==> src/rtl/spf_pkg.sv <==
package spf_pkg;

    // crc-16 polynomial, msb first, zero init
    localparam logic [15:0] CRC_POLY = 16'h1021;

    // item codes
    localparam logic ACT_START = 1'b0;
    localparam logic ACT_BYTE  = 1'b1;

    // result kinds
    localparam logic [1:0] KIND_HDR    = 2'd0;
    localparam logic [1:0] KIND_WR     = 2'd1;
    localparam logic [1:0] KIND_RD     = 2'd2;
    localparam logic [1:0] KIND_STATUS = 2'd3;

    // transfer phases
    typedef enum logic [2:0] {
        PH_IDLE,
        PH_WRITE,
        PH_READ,
        PH_CRC_LO,
        PH_CRC_HI
    } t_phase;

    // input beat
    typedef struct packed {
        logic        action;
        logic        is_read;
        logic [10:0] address;
        logic [8:0]  count;
        logic [7:0]  byte_value;
    } t_in_item;

    // output beat
    typedef struct packed {
        logic [1:0] kind;
        logic [7:0] out_byte;
        logic       crc_ok;
        logic       last;
    } t_out_item;

    // all beats caused by one input item, oldest in b0
    typedef struct packed {
        logic [1:0] n;
        t_out_item  b0;
        t_out_item  b1;
        t_out_item  b2;
    } t_burst;

    // one byte through the crc, unrolled over its 8 bits
    function automatic logic [15:0] crc_byte(logic [15:0] crc, logic [7:0] b);
        logic [15:0] c;
        c = crc ^ {b, 8'h00};
        for (int i = 0; i < 8; i++) begin
            c = c[15] ? ((c << 1) ^ CRC_POLY) : (c << 1);
        end
        return c;
    endfunction

endpackage

==> src/rtl/spf_ctrl.sv <==
module spf_ctrl (
    input  logic              i_clk,
    input  logic              i_rst_n,
    input  logic              i_valid,
    input  spf_pkg::t_in_item i_item,
    output logic              o_stall,
    input  logic              i_space,
    output logic              o_load,
    output spf_pkg::t_burst   o_burst
);

    logic              r_valid;
    spf_pkg::t_in_item r_item;
    spf_pkg::t_phase   r_phase, n_phase;
    logic [8:0]        r_left, n_left;
    logic [15:0]       r_crc, n_crc;
    logic [7:0]        r_crc_lo, n_crc_lo;

    logic [7:0]  hdr0, hdr1, hdr2;
    logic [15:0] hdr_crc;
    logic [8:0]  left_dec;
    logic        consume;

    // header bytes and their crc
    assign hdr0     = r_item.address[7:0];
    assign hdr1     = {r_item.is_read, r_item.count[8], 3'b000, r_item.address[10:8]};
    assign hdr2     = r_item.count[7:0];
    assign hdr_crc  = spf_pkg::crc_byte(spf_pkg::crc_byte(spf_pkg::crc_byte(16'h0000,
                          hdr0), hdr1), hdr2);
    assign left_dec = r_left - 9'd1;

    // held item leaves once the output side can take all of its beats
    assign consume = r_valid && ((o_burst.n == 2'd0) || i_space);
    assign o_stall = r_valid && !consume;
    assign o_load  = consume && (o_burst.n != 2'd0);

    // input register
    always_ff @(posedge i_clk) begin
        if (!i_rst_n) begin
            r_valid <= 1'b0;
        end else if (i_valid && !o_stall) begin
            r_valid <= 1'b1;
        end else if (consume) begin
            r_valid <= 1'b0;
        end
    end

    always_ff @(posedge i_clk) begin
        if (i_valid && !o_stall) begin
            r_item <= i_item;
        end
    end

    // transfer state
    always_ff @(posedge i_clk) begin
        if (!i_rst_n) begin
            r_phase  <= spf_pkg::PH_IDLE;
            r_left   <= '0;
            r_crc    <= '0;
            r_crc_lo <= '0;
        end else if (consume) begin
            r_phase  <= n_phase;
            r_left   <= n_left;
            r_crc    <= n_crc;
            r_crc_lo <= n_crc_lo;
        end
    end

    // next state
    always_comb begin
        n_phase  = r_phase;
        n_left   = r_left;
        n_crc    = r_crc;
        n_crc_lo = r_crc_lo;
        if (r_item.action == spf_pkg::ACT_START) begin
            n_crc    = hdr_crc;
            n_crc_lo = '0;
            n_left   = r_item.count;
            if (r_item.is_read) begin
                n_phase = (r_item.count != '0) ? spf_pkg::PH_READ : spf_pkg::PH_CRC_LO;
            end else begin
                n_phase = (r_item.count != '0) ? spf_pkg::PH_WRITE : spf_pkg::PH_IDLE;
            end
        end else begin
            case (r_phase)
                spf_pkg::PH_WRITE: begin
                    n_left = left_dec;
                    if (left_dec == '0) begin
                        n_phase = spf_pkg::PH_IDLE;
                    end
                end
                spf_pkg::PH_READ: begin
                    n_crc  = spf_pkg::crc_byte(r_crc, r_item.byte_value);
                    n_left = left_dec;
                    if (left_dec == '0) begin
                        n_phase = spf_pkg::PH_CRC_LO;
                    end
                end
                spf_pkg::PH_CRC_LO: begin
                    n_crc_lo = r_item.byte_value;
                    n_phase  = spf_pkg::PH_CRC_HI;
                end
                spf_pkg::PH_CRC_HI: begin
                    n_phase = spf_pkg::PH_IDLE;
                end
                default: begin
                    n_phase = spf_pkg::PH_IDLE;
                end
            endcase
        end
    end

    // beats for the held item
    always_comb begin
        o_burst = '0;
        if (r_item.action == spf_pkg::ACT_START) begin
            o_burst.n  = 2'd3;
            o_burst.b0 = '{kind: spf_pkg::KIND_HDR, out_byte: hdr0, crc_ok: 1'b0, last: 1'b0};
            o_burst.b1 = '{kind: spf_pkg::KIND_HDR, out_byte: hdr1, crc_ok: 1'b0, last: 1'b0};
            o_burst.b2 = '{kind: spf_pkg::KIND_HDR, out_byte: hdr2, crc_ok: 1'b0, last: 1'b1};
        end else begin
            case (r_phase)
                spf_pkg::PH_WRITE: begin
                    o_burst.n  = 2'd1;
                    o_burst.b0 = '{kind: spf_pkg::KIND_WR, out_byte: r_item.byte_value,
                                   crc_ok: 1'b0, last: 1'b1};
                end
                spf_pkg::PH_READ: begin
                    o_burst.n  = 2'd1;
                    o_burst.b0 = '{kind: spf_pkg::KIND_RD, out_byte: r_item.byte_value,
                                   crc_ok: 1'b0, last: 1'b1};
                end
                spf_pkg::PH_CRC_HI: begin
                    o_burst.n  = 2'd1;
                    o_burst.b0 = '{kind: spf_pkg::KIND_STATUS, out_byte: 8'h00,
                                   crc_ok: ({r_item.byte_value, r_crc_lo} == r_crc),
                                   last: 1'b1};
                end
                default: begin
                    o_burst.n = 2'd0;
                end
            endcase
        end
    end

endmodule

==> src/rtl/spf_out.sv <==
module spf_out (
    input  logic               i_clk,
    input  logic               i_rst_n,
    input  logic               i_load,
    input  spf_pkg::t_burst    i_burst,
    output logic               o_space,
    output logic               o_valid,
    output spf_pkg::t_out_item o_data,
    input  logic               i_stall
);

    logic [1:0]         r_cnt;
    spf_pkg::t_out_item r_beat [3];
    logic               pop;

    assign o_valid = (r_cnt != 2'd0);
    assign o_data  = r_beat[0];
    assign pop     = o_valid && !i_stall;
    // room for a new burst once the last held beat leaves
    assign o_space = (r_cnt == 2'd0) || ((r_cnt == 2'd1) && !i_stall);

    // beat count
    always_ff @(posedge i_clk) begin
        if (!i_rst_n) begin
            r_cnt <= 2'd0;
        end else if (i_load) begin
            r_cnt <= i_burst.n;
        end else if (pop) begin
            r_cnt <= r_cnt - 2'd1;
        end
    end

    // beat shift line
    always_ff @(posedge i_clk) begin
        if (i_load) begin
            r_beat[0] <= i_burst.b0;
            r_beat[1] <= i_burst.b1;
            r_beat[2] <= i_burst.b2;
        end else if (pop) begin
            r_beat[0] <= r_beat[1];
            r_beat[1] <= r_beat[2];
        end
    end

endmodule

==> src/rtl/spi_frame_crc16_engine_core.sv <==
// channel | valid      | stall       | payload
// in      | i_in_valid | o_in_stall  | i_in_data  (spf_pkg::t_in_item)
// out     | o_out_valid| i_out_stall | o_out_data (spf_pkg::t_out_item)
//
// a byte beat is taken every cycle while the output does not stall; a start beat
// puts out three header beats, one per cycle unless the output stalls, so the input stalls behind it
// first result beat passes through the input register, then the three-entry
// output shift line
// reset is synchronous and active low: transfer goes idle, both stages empty
// output stall backs up into the input register and then into o_in_stall
module spi_frame_crc16_engine_core (
    input  logic               i_clk,
    input  logic               i_rst_n,
    input  logic               i_in_valid,
    input  spf_pkg::t_in_item  i_in_data,
    output logic               o_in_stall,
    output logic               o_out_valid,
    output spf_pkg::t_out_item o_out_data,
    input  logic               i_out_stall
);

    logic            space;
    logic            load;
    spf_pkg::t_burst burst;

    spf_ctrl u_ctrl (
        .i_clk   (i_clk),
        .i_rst_n (i_rst_n),
        .i_valid (i_in_valid),
        .i_item  (i_in_data),
        .o_stall (o_in_stall),
        .i_space (space),
        .o_load  (load),
        .o_burst (burst)
    );

    spf_out u_out (
        .i_clk   (i_clk),
        .i_rst_n (i_rst_n),
        .i_load  (load),
        .i_burst (burst),
        .o_space (space),
        .o_valid (o_out_valid),
        .o_data  (o_out_data),
        .i_stall (i_out_stall)
    );

    // a burst is only loaded while the output line has room
    a_load_space: assert property (@(posedge i_clk) disable iff (!i_rst_n)
        load |-> space)
        else $error("burst loaded over held beats");

    // status beats close their item and carry no byte
    a_status_form: assert property (@(posedge i_clk) disable iff (!i_rst_n)
        (o_out_valid && (o_out_data.kind == spf_pkg::KIND_STATUS))
            |-> (o_out_data.last && (o_out_data.out_byte == 8'h00)))
        else $error("malformed status beat");

    // crc flag only on status beats
    a_crc_ok_kind: assert property (@(posedge i_clk) disable iff (!i_rst_n)
        (o_out_valid && o_out_data.crc_ok) |-> (o_out_data.kind == spf_pkg::KIND_STATUS))
        else $error("crc flag on data beat");

    // header beats come as three with last on the third only
    a_hdr_last: assert property (@(posedge i_clk) disable iff (!i_rst_n)
        (load && (burst.n == 2'd3)) |-> (!burst.b0.last && !burst.b1.last && burst.b2.last))
        else $error("header burst last marking wrong");

endmodule
==> config.mk <==
export PLATFORM = sky130hd
export DESIGN_NAME = spi_frame_crc16_engine_core
export DESIGN_NICKNAME = d
export VERILOG_FILES = /design/src/rtl/spf_pkg.sv /design/src/rtl/spf_ctrl.sv /design/src/rtl/spf_out.sv /design/src/rtl/spi_frame_crc16_engine_core.sv
export SDC_FILE = /design/constraint.sdc
export NUM_CORES = 1
export LEC_CHECK = 0
export ABC_AREA = 1
export BUFFER_PORTS_ARGS = -buffer_cell sky130_fd_sc_hd__buf_4
export CORE_MARGIN = 2
export CORE_UTILIZATION = 30
export DETAILED_ROUTE_END_ITERATION = 12
export PLACE_DENSITY = 0.46
export RECOVER_POWER = 50
export SKIP_CTS_REPAIR_TIMING = 1
export SYNTH_ARGS = -nofsm -noshare
export SYNTH_HDL_FRONTEND = slang
export SYNTH_SLANG_ARGS = --single-unit
==> constraint.sdc <==
create_clock -name i_clk -period 4.55 [get_ports i_clk]
set_input_delay 0.91 -clock i_clk [delete_from_list [all_inputs] [get_ports i_clk]]
set_output_delay 0.91 -clock i_clk [all_outputs]
set_load 0.03 [all_outputs]
* Yosys cells after proc, flatten, opt, wreduce, memory -nomap -nowiden
Memories as Yosys holds them, arrays and structs flattened.
Index checks and enable logic that the tools add are counted.
** Storage, ports and cells
- Memory bits (writable) :: 36
- Output and inout port bits :: 14
- Memories kept :: 1
- Latch bits :: 0
- Register bits after elaboration :: 69
- Bits in read-only memories :: 0
- Word-level logic and storage cells :: 147
** Operators by class
- Multipliers :: 0
- Reductions and logical operators :: 25
- Eq/ne operators :: 11
- Order comparisons :: 0
- Shifts and indexed selects :: 0
- Div/mod/pow operators :: 0
- Bitwise gates (word level) :: 37
- Add/sub/neg operators :: 2
- Multiplexer cells :: 60
** Memories
- u_out.r_beat :: depth 3, width 12, rd ports 3, clocked after Yosys merged registers in 0, write ports 3, line spf_out.sv:13 : spf_pkg::t_out_item r_beat [3];
** Operators by type and width (count)
- 2-to-1 mux 13 bit :: 32
- inverter 3 bit :: 32
- bitwise XOR 16 bit :: 3
- case mux 12 bit (3 select lines) :: 1
- 2-to-1 mux 16 bit :: 2
- 2-to-1 mux 12 bit :: 2
- 2-to-1 mux 22 bit :: 1
- 2-to-1 mux 9 bit :: 2
- equality test 16 bit :: 1
- 2-to-1 mux 8 bit :: 2
- 2-to-1 mux 14 bit :: 1
- 2-to-1 mux 1 bit :: 10
- zero test 9 bit :: 1
- 2-to-1 mux 3 bit :: 3
- case mux 3 bit (3 select lines) :: 1
- nonzero test 9 bit :: 1
- subtractor 9 x 1 -> 9 bit, second input constant :: 1
- nonzero test 2 bit :: 4
- equality test 3 x 2 -> 1 bit, second input constant :: 2
- logical AND 1 bit :: 6
- 2-to-1 mux 2 bit :: 3
- inequality test 2 bit, second input constant :: 3
- inequality test 3 bit, second input constant :: 2
- AND reduction 2 bit :: 3
- 11 further kinds :: 16

* Logic depth before layout (Yosys ltp)
Gate-level depths: netlist (run 1).
- Depth in word-level cells :: 51
- Gate-level depth with buffers :: 15
- Depth with buffers taken out :: 14

* Hierarchy
A second synthesis (run 1) with hierarchy kept.
** Second synthesis, totals
- Cells, all modules :: 764
- Area, all modules :: 6180.9 µm²
** By module, submodules not included
- spf_ctrl :: seq. area each 1641.6 µm², area an instance 4498.1 µm², instances 1, cells each 610
- spf_out :: seq. area each 1121.1 µm², area an instance 1682.9 µm², instances 1, cells each 154

* Least setup slack after synthesis (run 1)
OpenSTA, ideal clock, no wires.
- Path type :: input port to flip-flop
- Start :: in i_out_stall
- End :: reg u_ctrl.r_item, in the netlist u_ctrl.hdr0[0], enable pin
- Slack :: 1.912 ns
- Data arrival time :: 2.249 ns
- Stages :: 7
- Buffers on the path :: 0
- Path through :: inv_1 -> a21oi_1 -> nand2_1 -> nor2_1 -> inv_1 -> nand2_1 -> inv_1
** On the way
- Cells in the longest elaborated chain, start to end :: 9
** RTL lines
- start: declaration :: line spi_frame_crc16_engine_core.sv:19 : input logic i_out_stall
- zero test 1 bit :: line spf_out.sv:20 : assign o_space = (r_cnt == 2'd0) || ((r_cnt == 2'd1) && !i_stall);
- logical AND 1 bit :: line spf_out.sv:20
- logical OR 1 bit :: line spf_out.sv:20
- logical OR 1 bit :: line spf_ctrl.sv:33 : assign consume = r_valid && ((o_burst.n == 2'd0) || i_space);
- logical AND 1 bit :: line spf_ctrl.sv:33
- zero test 1 bit :: line spf_ctrl.sv:34 : assign o_stall = r_valid && !consume;
- logical AND 1 bit :: line spf_ctrl.sv:34
- named net o_in_stall :: line spi_frame_crc16_engine_core.sv:16 : output logic o_in_stall,
- zero test 1 bit :: line spf_ctrl.sv:49 : if (i_valid && !o_stall) begin
- logical AND 1 bit :: line spf_ctrl.sv:49
- end signal: assignment :: line spf_ctrl.sv:50 : r_item <= i_item;
- end: declaration :: line spf_ctrl.sv:13 : spf_pkg::t_in_item r_item;
The timed path passes the listed nets, and every way through them passes these cells.
A chain may end at the register's enable or synchronous reset.

* Final worst setup path (run 1)
- Start :: reg u_ctrl.r_item[29] (netlist name)
- End :: reg u_ctrl.r_item, in the netlist u_ctrl.hdr2[5], enable pin
** On the way
- Cells in the longest elaborated chain, start to end :: 8
** RTL lines
- 2-to-1 mux 14 bit :: line spf_ctrl.sv:116 : if (r_item.action == spf_pkg::ACT_START) begin
- zero test 2 bit :: line spf_ctrl.sv:33
- logical OR 1 bit :: line spf_ctrl.sv:33
- logical AND 1 bit :: line spf_ctrl.sv:33
- zero test 1 bit :: line spf_ctrl.sv:34
- logical AND 1 bit :: line spf_ctrl.sv:34
- zero test 1 bit :: line spf_ctrl.sv:49
- logical AND 1 bit :: line spf_ctrl.sv:49
No other way between the ends.

==> results of run 1 <==
[state kept, by name, summed over array words and instances, names as in the netlist]
register / cells
u_ctrl.r_left: 9
u_ctrl.r_valid: 1
u_out.r_beat: 30
u_ctrl.r_crc_lo: 8
u_ctrl.r_crc: 16
u_ctrl.hdr0: 8
u_out.r_cnt: 2
u_ctrl.hdr1: 5
u_ctrl.r_item: 9
u_ctrl.hdr2: 8
u_ctrl.r_phase: 3
[worst min-delay path by stage]
stage / end / slack (ps) / cells past startpoint
5_1_grt: u_ctrl.r_crc[14] / 500 / 2
3_3_place_gp: u_ctrl.r_crc_lo[0] / 470 / 2
4_1_cts: u_ctrl.r_crc_lo[0] / 480 / 2
3_5_place_dp: u_ctrl.r_crc_lo[0] / 470 / 2
2_1_floorplan: u_ctrl.r_crc_lo[1] / 450 / 2
6_report: u_ctrl.r_crc_lo[3] / 480 / 2
[layer usage]
layer  vias up  wire length [um]  track usage, %
met1      2133              6900            21.2
met4         0               251            6.00
met5         -                 0               0
li1       2319                 -               -
met2       110              6980            25.2
met3        13               639            2.27
[power by group through the flow]
stage / Combinational (mW) / Sequential (mW) / Clock [mW]
floorplan: 0.641 / 1.15 / 0
global placement: 0.797 / 1.18 / 0
detailed placement: 0.804 / 1.19 / 0
CTS: 0.807 / 1.17 / 0.858
global route: 0.875 / 1.18 / 0.893
finish: 0.773 / 1.17 / 0.841
[stage by stage]
stage	setup WS [ps]	hold WS (ps)
3_5_place_dp	1690	472
4_1_cts	1850	482
5_1_grt	1030	502
6_report	1400	481
2_1_floorplan	1910	445
3_3_place_gp	1750	465
[area by class of cell]
| cell class | count | area (um^2) | area share (%) |
|---|---|---|---|
| repair buffers | 49 | 312 | 5.03 |
| well taps | 229 | 287 | 4.63 |
| inverters | 87 | 327 | 5.27 |
| clock inverters | 6 | 90.1 | 1.45 |
| clock buffers | 10 | 229 | 3.70 |
| multi-input cells | 468 | 2370 | 38.2 |
| flip-flops and latches | 99 | 2580 | 41.7 |
[kinds of logic (layout without fill, tap and decap cells)]
kind of cell / after synthesis / after routing / synth area share, %
AND/OR/NAND/NOR: 306 / 306 / 23.9
buffers and inverters: 124 / 152 / 9.98
AO/OA/AOI/OAI: 122 / 122 / 12.7
flip-flops: 99 / 99 / 46.8
XOR/XNOR: 36 / 36 / 5.72
adder cells (fa/ha/maj): 4 / 4 / 0.907
[worst register-to-register path: stages (launching register included)]
cell and delay, ps:
edfxtp_1 620, nand2_1 190, inv_1 80, nand2_1 120, nand2_1 110, nor2_1 60
inv_1 70, nand2_1 60, inv_1 50, clkbuf_1 1350
[cell usage in the layout, fill, tap and decap left out, types with 3 or more instances in the layout]
cell type,synthesis,final
nand3_2,3,3
a211oi_1,6,7
clkbuf_4,0,30
xnor2_1,14,14
edfxtp_1,60,60
nor3_1,7,7
buf_4,14,4
nand3_1,54,54
ha_1,4,4
a31oi_1,9,9
o21ai_0,31,31
nand2_1,163,165
nor2_1,54,54
clkbuf_1,12,16
clkbuf_16,0,9
nor4_1,5,5
nand2_2,8,7
inv_1,83,85
xor2_1,22,22
dfxtp_1,39,39
o22ai_1,4,4
a21oi_1,61,61
nand4_1,5,5
==> summary.md, run 1 <==
| Metric | Value |
|---|---|
| Crit path max-delay family | buffers and inverters |
| CTS root buffer | clkbuf_16 |
| Worst-skew pair later-pin latency | 360 ps |
| Leak | 2.68 nW |
| Switch Pwr | 0.962 mW |
| Worst Hold Class | reg -> reg |
| Reg-to-reg slack, setup | 1400 ps |
| Avg Cell Area, Syn | 7.98 um^2 |
| Clock buffer depth | 2 |
| Final core occ | 34.4% |
| DR WL/cell | 15.6 um |
| Mapped Cells | 691 |
| Dpl hpwl | 11100 um |
| Final-report hold violation count | 0 |
| Levels on crit path | 9 |
| Failing checks | max-capacitance violations, max-slew violations |
| # fillers | 1933 |
| TritonCTS buffer count | 9 |
| Fin nets | 752 |
| Worst setup EP type | register |
| DP Cell Count | 932 |
| Internal Power | 1.82 mW |
| CTS tree | done |
| Maximum vdd drop | 211 uV |
| Hold path startpoint | u_ctrl.r_crc_lo[3] |
| Capture point of the worst reg-to-reg path | u_ctrl.hdr2[5] |
| Bufs and invs on worst path | 4 |
| Flops & latches, synth | 99 |
| Die Ht | 140 um |
| Critical path's slowest cell | clkbuf_1 |
| Vias per Instance | 4.83 |
| Slowest stage delay, CP | 1350 ps |
| Yosys top cell by area | edfxtp_1 |
| Clock Skew | 6.32 ps |
| Fraction of layout cells with a size suffix above 1 | 9.60% |
| Pwr/cell area | 449 nW/um^2 |
| Clock slew at reported path FFs | 70 ps |
| Vias in the first global route | 4323 |
| Worst Path Class, Setup | reg -> reg |
| Actual slew at the worst max-slew pin | 1890 ps |
| Most common library cells after synthesis | nand2_1, inv_1, a21oi_1, edfxtp_1 |
| Critical Path AT | 3100 ps |
| Slew Viols, Final | 110 |
| Post-route cell area | 6190 um^2 |
| Area Growth Syn to Fin | 12.3% |
| Chip width | 140 um |
| R2R depth | 9 |
| CP Launch Point | u_ctrl.r_item[29] |
| Clk sinks | 99 |
| Routed wire length | 14800 um |
| Type of origin of the critical path | register |
| Post-synth top area share | 32.7% |
| Total gr overflow | 0 |
| Fraction of registers with async set/reset | 0% |
| CORE AREA | 18000 um^2 |
| Fmax | 0.318 GHz |
| Max cap viols | 3 |
| Worst Setup EP | u_ctrl.hdr2[5] |
| Register area share after synthesis | 46.8% |
| Remaining antenna violation count after routing | 0 |
| Row cnt | 49 |
| Mapped Area | 5520 um^2 |
| EDFF count, synth | 60 |
| RePlAce Congestion | 0.890 |
| Worst-path cell chain | nand2_1 > inv_1 > nand2_1 > nand2_1 > nor2_1 > inv_1 > nand2_1 > inv_1 > clkbuf_1 |
| Minimum clock period | 3150 ps |
| Total power | 2.78 mW |
| Setup repair after global routing missed its margin | false |
| Period utilization | 69.1% |
| CP required | 4500 ps |
| Synth unique cells | 38 |
| Starting Density | 30.6% |
| Most frequent cell after synthesis | nand2_1 |
| Clock Power Share | 30.2% |
| Initial antenna violation count | 0 |
| I/O pin count | 48 |
| First-pass GRT wire length | 23500 um |
| 1st-pass router iterations | 5 |
| Switch share | 34.6% |
| Crit Path Max Fanout | 30 |
| # diodes | 0 |
| Synth top area cells | edfxtp_1, dfxtp_1, nand2_1 |
| Top FF cell, synth | edfxtp_1 |
| DIE AREA | 19500 um^2 |
| Placed Instance Area | 5950 um^2 |
| GRT Util Overall | 15.6% |
| Pin count of the biggest net entering global routing | 47 |
| # setup viols final | 0 |
| Quantity of I/O buffers inserted on ports | 47 |
| Setup TNS | 0 ps |
| Status | complete, but fails checks |
| H-tree depth | 3 |
| Yosys Warn Count | 0 |
| Comb pwr share | 27.8% |
| Flop pwr share | 41.9% |
| Drt drc | 0 |
| Vias | 4575 |
| Max-slew headroom | -26.2% |
| Syn nets | 729 |
| Most used cell, CP | nand2_1 |
| Initial DRC count | 346 |
| R2R Path Start | u_ctrl.r_item[29] |
| Cell Count, Final, Fillers Out | 948 |
(Power assumes the default switching activity.)
==> run 2, diff against run 1 <==
PLACE_DENSITY = 0.47   (was 0.46)
clock period = 2.8 ns   (was 4.55 ns; I/O delays follow)
==> run 2 against run 1 <==
Compared with the run above: clock skew rose by 3.3 ps; non-clock buffer count increased by 5; register-to-register slack got worse by 960 ps; worst setup slack worse by 960 ps; the flow now finishes without violations; combinational power grew 66%; sequential share of layout area rose by 0.093 points; power increased by 59%; critical path depth stayed put; die area unchanged; clock power increased by 51%; largest power group unchanged; utilization decreased by 0.076 points.
==> summary.md, run 2 (same netlist as run 1, synthesis figures left out) <==
| Metric | Value |
|---|---|
| Period utilization | 84.3% |
| First-pass GRT wire length | 24000 um |
| Die Ht | 140 um |
| Clock Skew | 9.66 ps |
| Most used cell, CP | inv_1 |
| Row cnt | 49 |
| Bufs and invs on worst path | 4 |
| Maximum vdd drop | 328 uV |
| Crit Path Max Fanout | 30 |
| Final-report hold violation count | 0 |
| Slew Viols, Final | 0 |
| Clock slew at reported path FFs | 70 ps |
| Routed wire length | 14900 um |
| Pin count of the biggest net entering global routing | 41 |
| Area Growth Syn to Fin | 12.0% |
| Type of origin of the critical path | register |
| Worst Path Class, Setup | reg -> reg |
| Quantity of I/O buffers inserted on ports | 47 |
| Largest reg by FF count | u_out.r_beat |
| CTS tree | done |
| Hold path startpoint | i_in_data[4] |
| Worst-path cell chain | inv_1 > ha_1 > a21oi_1 > nand2_1 > nor2_1 > inv_1 > nand2_1 > inv_1 > clkbuf_2 |
| Fraction of layout cells with a size suffix above 1 | 9.81% |
| CTS root buffer | clkbuf_16 |
| 1st-pass router iterations | 5 |
| Chip width | 140 um |
| WHS | 390 ps |
| Commonest non-fill, non-tap cell in the layout | nand2_1 |
| Slowest stage delay, CP | 490 ps |
| CP required | 2730 ps |
| Setup repair after global routing missed its margin | false |
| # fillers | 1937 |
| Starting Density | 30.6% |
| CP Launch Point | u_out.r_cnt[0] |
| RePlAce Congestion | 0.934 |
| Leading registers by flop count | u_out.r_beat: 30 flops, u_ctrl.r_crc: 16 flops |
| Status | completed |
| Total gr overflow | 0 |
| Worst setup EP type | register |
| # diodes | 0 |
| Max cap viols | 0 |
| R2R Path Start | u_out.r_cnt[0] |
| Actual slew at the worst max-slew pin | 1100 ps |
| Max-slew headroom | 26.6% |
| Drt drc | 0 |
| Fin nets | 757 |
| Critical path's slowest cell | clkbuf_2 |
| Remaining antenna violation count after routing | 0 |
| DR WL/cell | 15.7 um |
| I/O pin count | 48 |
| Vias | 4595 |
| Leak | 2.68 nW |
| Dpl hpwl | 11500 um |
| Vias in the first global route | 4513 |
| Most frequent cells in the layout | nand2_1, inv_1, a21oi_1, edfxtp_1, nand3_1 |
| DIE AREA | 19500 um^2 |
| Clk sinks | 99 |
| Vias per Instance | 4.82 |
| Worst-skew pair later-pin latency | 360 ps |
| Setup TNS | 0 ps |
| Minimum clock period | 2360 ps |
| GRT Util Overall | 15.9% |
| Pwr/cell area | 717 nW/um^2 |
| Worst Hold Class | in -> reg |
| TritonCTS buffer count | 9 |
| Clock buffer depth | 2 |
| # setup viols final | 0 |
| Initial antenna violation count | 0 |
| Crit path max-delay family | buffers and inverters |
| H-tree depth | 3 |
| Initial DRC count | 310 |
| CORE AREA | 18000 um^2 |
| Max reg flops | 30 |
| Critical Path AT | 2290 ps |
| Fmax | 0.424 GHz |
[run 2: cell count changes in the layout (fill, tap and decap cells not counted), moves of 2 or more]
cell	previous run	this run
buf_4	4	8
clkbuf_2	0	2
clkbuf_4	30	28
clkinv_2	1	3
clkinv_4	2	0
inv_6	0	2
[run 2: routing by layer]
layer / track usage, % / wire, um / up-vias
met5: 0 / 0 / -
met4: 6.21 / 295 / 0
met3: 2.31 / 454 / 15
met2: 26.3 / 7090 / 86
met1: 20.9 / 7100 / 2174
li1: - / - / 2320
[run 2: final cells by class]
type	count	area [um^2]	area share, %
timing repair buffer	54	340	5.51
inverter	87	327	5.28
tap	229	287	4.64
clock buffer	10	229	3.71
sequential	99	2580	41.8
clock inverter	6	62.6	1.01
multi-input combinational	468	2350	38.1
[run 2: path summary, 6_finish.rpt]
kind              slack, ps                  to  depth (start not counted)
setup reg to reg        440      u_ctrl.hdr0[7]                          9
hold / removal          390    u_ctrl.r_item[4]                          1
setup / recovery        440      u_ctrl.hdr0[7]                          9
hold reg to reg         480  u_ctrl.r_crc_lo[1]                          2
[run 2: power by group]
part | switching, mW | total [mW] | internal (mW)
clock | 0.571 | 1.27 | 0.695
combinational | 0.876 | 1.28 | 0.402
sequential | 0.118 | 1.89 | 1.77
[run 2: stage by stage]
| stage | setup WS [ps] | area, um^2 | std cells | total power [mW] | util, % |
|---|---|---|---|---|---|
| 2_1_floorplan | 510 | 5520 | 691 | 2.91 | - |
| 3_3_place_gp | 607 | 5980 | 937 | 3.23 | 33.2 |
| 3_5_place_dp | 548 | 5980 | 937 | 3.25 | 33.2 |
| 4_1_cts | 412 | 6270 | 953 | 4.53 | 34.8 |
| 5_1_grt | 163 | 6180 | 953 | 4.71 | 34.3 |
| 6_report | 440 | 6180 | 953 | 4.43 | 34.3 |
[run 2: worst reg2reg max path, cell delays in order, from the launching register on]
cell and delay, ps:
dfxtp_1 340, inv_1 70, ha_1 230, a21oi_1 300, nand2_1 140, nor2_1 150
inv_1 70, nand2_1 70, inv_1 40, clkbuf_2 490
